$ cat config.mk
export PLATFORM = sky130hd
export DESIGN_NAME = rhws_cell
export DESIGN_NICKNAME = d
export VERILOG_FILES = /design/src/rtl/rhws_pkg.sv /design/src/rtl/rhws_cell.sv
export SDC_FILE = /design/constraint.sdc
export NUM_CORES = 1
export LEC_CHECK = 0
export BUFFER_PORTS_ARGS = -buffer_cell sky130_fd_sc_hd__buf_2
export CORE_ASPECT_RATIO = 0.5
export CORE_MARGIN = 1
export CORE_UTILIZATION = 26
export CTS_CLUSTER_DIAMETER = 50
export DETAILED_ROUTE_END_ITERATION = 10
export PLACE_DENSITY_LB_ADDON = 0.15
export SETUP_SLACK_MARGIN = 0.1
export SLEW_MARGIN = 20
export SYNTH_ARGS = -nofsm -noshare
export SYNTH_HDL_FRONTEND = slang
export SYNTH_SLANG_ARGS = --single-unit
$ cat constraint.sdc
create_clock -name i_clk -period 1.9 [get_ports i_clk]
set_input_delay 0.19 -clock i_clk [delete_from_list [all_inputs] [get_ports i_clk]]
set_output_delay 0.19 -clock i_clk [all_outputs]
set_load 0.01 [all_outputs]
$ cat src/rtl/rhws_pkg.sv
`timescale 1ns / 1ps
`default_nettype none

package rhws_pkg;

    // Field widths of one transaction.
    localparam int OP_W    = 2;
    localparam int KEY_W   = 64;
    localparam int PLIES_W = 10;
    localparam int LEN_W   = 16;

    // Default ring size and fixed limits.
    localparam int RING_DEPTH_DEF  = 256;
    localparam int MIN_REPEAT_DIST = 4;
    localparam logic [LEN_W-1:0] LEN_MAX = 16'hFFFF;

    // Operation codes.
    localparam logic [OP_W-1:0] OP_PUSH  = 2'd0;
    localparam logic [OP_W-1:0] OP_POP   = 2'd1;
    localparam logic [OP_W-1:0] OP_QUERY = 2'd2;

    // Search token that walks from cell to cell.
    typedef struct packed {
        logic valid;
        logic hit;
    } t_tok;

endpackage

`default_nettype wire

$ cat src/rtl/rhws_cell.sv
`timescale 1ns / 1ps
`default_nettype none

module rhws_cell #(
    parameter int RING_DEPTH = rhws_pkg::RING_DEPTH_DEF,
    parameter int AGE_W      = $clog2(RING_DEPTH),
    parameter int WIN_W      = $clog2(RING_DEPTH + 1)
) (
    input  wire                       i_clk,
    input  wire                       i_rst_n,
    input  wire                       i_wr_en,
    input  wire [rhws_pkg::KEY_W-1:0] i_wr_data,
    input  wire [rhws_pkg::KEY_W-1:0] i_key,
    input  wire [WIN_W-1:0]           i_win,
    input  wire rhws_pkg::t_tok       i_tok,
    input  wire [AGE_W-1:0]           i_age,
    output rhws_pkg::t_tok            o_tok,
    output logic [AGE_W-1:0]          o_age
);
    import rhws_pkg::*;

    logic [KEY_W-1:0] r_entry;
    t_tok             r_tok;
    t_tok             n_tok;
    logic [AGE_W-1:0] r_age;
    logic [AGE_W-1:0] n_age;
    logic             in_window;

    // The slot counts as history when its age is inside the query window.
    assign in_window = (WIN_W'(i_age) < i_win);

    always_comb begin
        n_tok.valid = i_tok.valid;
        n_tok.hit   = i_tok.hit | (in_window && (r_entry == i_key));
        if (i_age == '0) begin
            n_age = AGE_W'(RING_DEPTH - 1);
        end else begin
            n_age = i_age - AGE_W'(1);
        end
    end

    always_ff @(posedge i_clk) begin
        if (i_wr_en) begin
            r_entry <= i_wr_data;
        end
    end

    always_ff @(posedge i_clk) begin
        if (!i_rst_n) begin
            r_tok <= '0;
        end else begin
            r_tok <= n_tok;
        end
    end

    always_ff @(posedge i_clk) begin
        r_age <= n_age;
    end

    assign o_tok = r_tok;
    assign o_age = r_age;

endmodule

`default_nettype wire

* Yosys cells after proc, flatten, opt, wreduce, memory -nomap -nowiden
Index checks and enable logic that the tools add are counted.
** Cells by class
- Mux-type cells :: 0
- Equal/unequal tests :: 1
- Shift operators :: 0
- Magnitude comparators :: 1
- Add/sub/neg operators :: 1
- Reductions and logical operators :: 2
- Bitwise operators :: 1
- Divide/modulo/power cells :: 0
- Multipliers :: 0
** Operators with widths (number)
- $eq A64 B64 Y1 :: 1
- $lt A8 B9 Y1 :: 1
- $logic_not A8 Y1 :: 1
- $sub A8 B1 Y8 const B :: 1
- $logic_and A1 B1 Y1 :: 1
- $or A1 B1 Y1 :: 1
** Word-level totals
- Memory bits (writable) :: 0
- Memories :: 0
- Bits of input ports :: 150
- Bits in latches :: 0
- Output and inout bits :: 10
- ROM bits :: 0
- Word-level logic and storage cells :: 10
- Register bits after elaboration :: 74

* Logic depth before layout (Yosys ltp)
- Word-level depth :: 3
- Gate-level depth with buffers :: 7
- Mapped depth without buffers :: 7

* Worst setup path before layout
No wires, ideal clock.
- Kind :: register to register
- From :: register r_entry[55]
- To :: register r_tok (netlist bit o_tok[0])
- Setup time :: 0.087 ns
- Data required time :: 1.813 ns
- Slack :: 0.642 ns
- Path buffers :: 0
- Clock period less this slack :: 1.258 ns
- Arrival time :: 1.171 ns
- Cell stages (with the launch flop) :: 6
- Path through :: edfxtp_1 > xnor2_1 > nand4_1 > nor4_1 > nand4_1 > o31ai_1
** Between the ends
- Longest elaborated chain between the ends :: 3
** Ends and longest elaborated chain
- start: declaration :: RTL line rhws_cell.sv:22 : logic [KEY_W-1:0] r_entry;
- start signal: assignment :: RTL line rhws_cell.sv:44 : r_entry <= i_wr_data;
- $eq A64 B64 Y1 :: RTL line rhws_cell.sv:34 : n_tok.hit = i_tok.hit | (in_window && (r_entry == i_key));
- $logic_and A1 B1 Y1 :: RTL line rhws_cell.sv:34
- $or A1 B1 Y1 :: RTL line rhws_cell.sv:34
- end signal: assignment :: RTL line rhws_cell.sv:52 : r_tok <= n_tok;
- end: declaration :: RTL line rhws_cell.sv:23 : t_tok r_tok;
Every way passes these cells.
A chain may end at the register's enable or synchronous reset.

* Worst setup path after layout
- From :: register r_entry[5]
- To :: register r_tok (netlist bit o_tok[0])
The elaborated chain is that of the path after synthesis.

==> out/summary.txt <==
outcome - finished clean
startpoint types - flop
vias per cell - 4.04
first-pass GRT wire length - 10700 um
CTS root buffer - clkbuf_16
initial antenna violation count - 0
syn avg cell area - 14.4 sq um
DRC viols - 0
I/O pin count - 160
top routing layer used - met4
Async SR Flop Fraction - 0%
Die Wd - 158 um
RePlAce Congestion - 0.711
hold crit path type - in -> reg
drt pass-1 iters - 5
period utilization - 84.1%
Worst-Skew Late Latency - 0.33 ns
Final Hold Viols - 0
post-synthesis cell count - 221
critical-path cell list - xnor2_1, nand4_1, nor4_1, buf_4, nand4_1, o31ai_1
Pwr Density - 874 nW/um^2
global route overflow - 0
Crit path top cell by count - nand4_1
endpoints failing setup - 0
Die Ht - 80.1 um
Commonest cells post-synth - 64 x edfxtp_1, 51 x xnor2_1, 18 x inv_1, 14 x nand4_1, 10 x dfxtp_1
relative slew slack - 78.7%
WL met3 - 452 um
hpwl dp - 5640 um
Clock Tree Buf Depth - 2
Place WS - 0.303 ns
clk sink count - 74
CP Max Fanout - 1
RSZ-0062 raised after global routing - false
number of synthesized flops with an enable pin - 64
Yosys top cell area share - 60.6%
synth unique cells - 26
DR iter-0 viols - 76
Worst Setup End Kind - flop
top cells by area, synth - edfxtp_1 61%, xnor2_1 14%, dfxtp_1 6.3%, ha_1 3.2%, nand4_1 2.8%
Total GRT Usage - 11.7%
CTS buffer count - 9
final hold slack - 0.0296 ns
register bit count reported by yosys - 74
PortBufs - 159
Rows - 28
vias in the first global route - 2330
Total Routed Length - 7060 um
largest net degree at the start of global routing - 57
CTS Hold Bufs - 0
cell depth of the worst flop-to-flop path - 6
clock slew at reported path FFs - 0.06 ns
CP max stage cell - edfxtp_1
mapped cell area - 3170 sq um
Sum Neg Setup Slack - 0 ns
die area - 12700 sq um
R2R Path End - o_tok[0]
most frequent cell after synthesis - edfxtp_1
fmax - 626 MHz
fin crit period - 1.60 ns
core area - 11800 sq um
diode count - 0
Least-Margin Pin Slew - 0.317 ns
CTS tree - done
dominant synthesized flop cell - edfxtp_1
final worst slack - 0.302 ns
met1 wire length - 2620 um
H-tree lvl count - 3
Setup Skew - 0.00630 ns
Leak - 1.86 nW
r2r startpoint - r_entry[5]
syn nets - 379
Critical Path Max Stage Delay - 0.38 ns
area growth from synthesis to layout - 40.9%
layout cells sized above 1 - 44.0%
Critical Path Sink - o_tok[0]
synth warn - 0
post-synth top area cell - edfxtp_1
Setup CP Type - reg -> reg
FF-to-FF setup slack - 0.30 ns
crit path DAT - 1.84 ns
MaxCap Viol Count - 0
Critical Path RT - 2.14 ns
Routed Antenna Nets - 0
sequential fraction of the synthesis area - 66.9%
Max IR drop VDD - 0.329 mV
wire length per cell - 12.5 um
Final Net Count - 551
vias - 2276
met2 wire length - 3880 um
initial cell density of the core - 26.8%
crit path from - r_entry[5]
max-slew violation count - 0
==> flip-flops by register name (all words and copies together), names as in the netlist <==
register / count
o_age: 8
r_entry: 64
o_tok: 2
==> final cells by class <==
class                   instances  area (sq um)
clock buffers                  10           229
well taps                     165           206
repair buffers                161           823
multi-input cells             129           988
flip-flops and latches         74          2120
clock inverters                 6          33.8
inverters                      18          67.6
fillers                      1186          7370
==> through the flow <==
stage	power (W)	cell area, sq um	std cells	util (%)
after global routing	0.00408	4470	563	37.8
after global placement	0.00243	4200	547	35.5
after detailed placement	0.00244	4200	547	35.5
final	0.00391	4470	563	37.8
after CTS	0.00397	4460	563	37.7
after floorplan	0.00218	3170	221	-
==> where the power goes <==
part,switching (W),internal [W]
Clock,0.000634,0.000871
Combinational,0.000189,0.000255
Sequential,0.0000500,0.00191
Total,0.000873,0.00303
==> critical path, delay by kind of cell (launching register included) <==
kind	cells	cell delay, ns
simple gates	3	0.54
flops	1	0.38
compound gates	1	0.25
buf+inv	1	0.17
xor+xnor	1	0.15
==> worst min path at each step <==
stage                             start           to  slack, ns  depth (start not counted)
after detailed placement   i_wr_data[3]   r_entry[3]       0.37                          1
after global routing      i_wr_data[26]  r_entry[26]       0.01                          1
final                     i_wr_data[14]  r_entry[14]       0.03                          1
after CTS                 i_wr_data[25]  r_entry[25]       0.01                          1
after floorplan                i_age[0]     o_age[0]       0.25                          1
after global placement    i_wr_data[32]  r_entry[32]       0.37                          1
==> metal layers <==
layer  vias up  GRT usage, %
li1       1157             -
met1      1035          11.5
met2        72          22.1
met3        12          4.53
met4         0          4.90
met5         -             0
==> cell families after synthesis <==
kind of cell             share of synthesized area [%]
buffers and inverters                             2.13
AO/OA/AOI/OAI                                     4.73
adder cells (fa/ha/maj)                           3.16
flip-flops                                        66.9
AND/OR/NAND/NOR                                   7.34
XOR/XNOR                                          15.7
==> placed cells by master (no fill, tap or decap), drive strengths merged, types with 2 or more instances in the layout <==
| cell | synthesis | final |
|---|---|---|
| nor4 | 5 | 5 |
| xnor2 | 51 | 51 |
| ha | 8 | 8 |
| clkbuf | 0 | 10 |
| nand4 | 14 | 14 |
| a22o | 2 | 2 |
| nand3 | 5 | 5 |
| xor2 | 6 | 6 |
| o31ai | 3 | 3 |
| o2bb2ai | 2 | 2 |
| nand2b | 4 | 4 |
| edfxtp | 64 | 64 |
| buf | 0 | 161 |
| a21oi | 6 | 6 |
| o21ai | 3 | 3 |
| inv | 18 | 18 |
| nor2 | 3 | 3 |
| nand2 | 6 | 6 |
| or3 | 3 | 3 |
| clkinv | 0 | 5 |
| dfxtp | 10 | 10 |
==> timing repair <==
item | in CTS | in global routing
setup buffers | 0 | 0
setup endpoints to repair | 0 | 1
resized for setup | 0 | 1
Note: power is estimated with default switching activity, not from simulation.
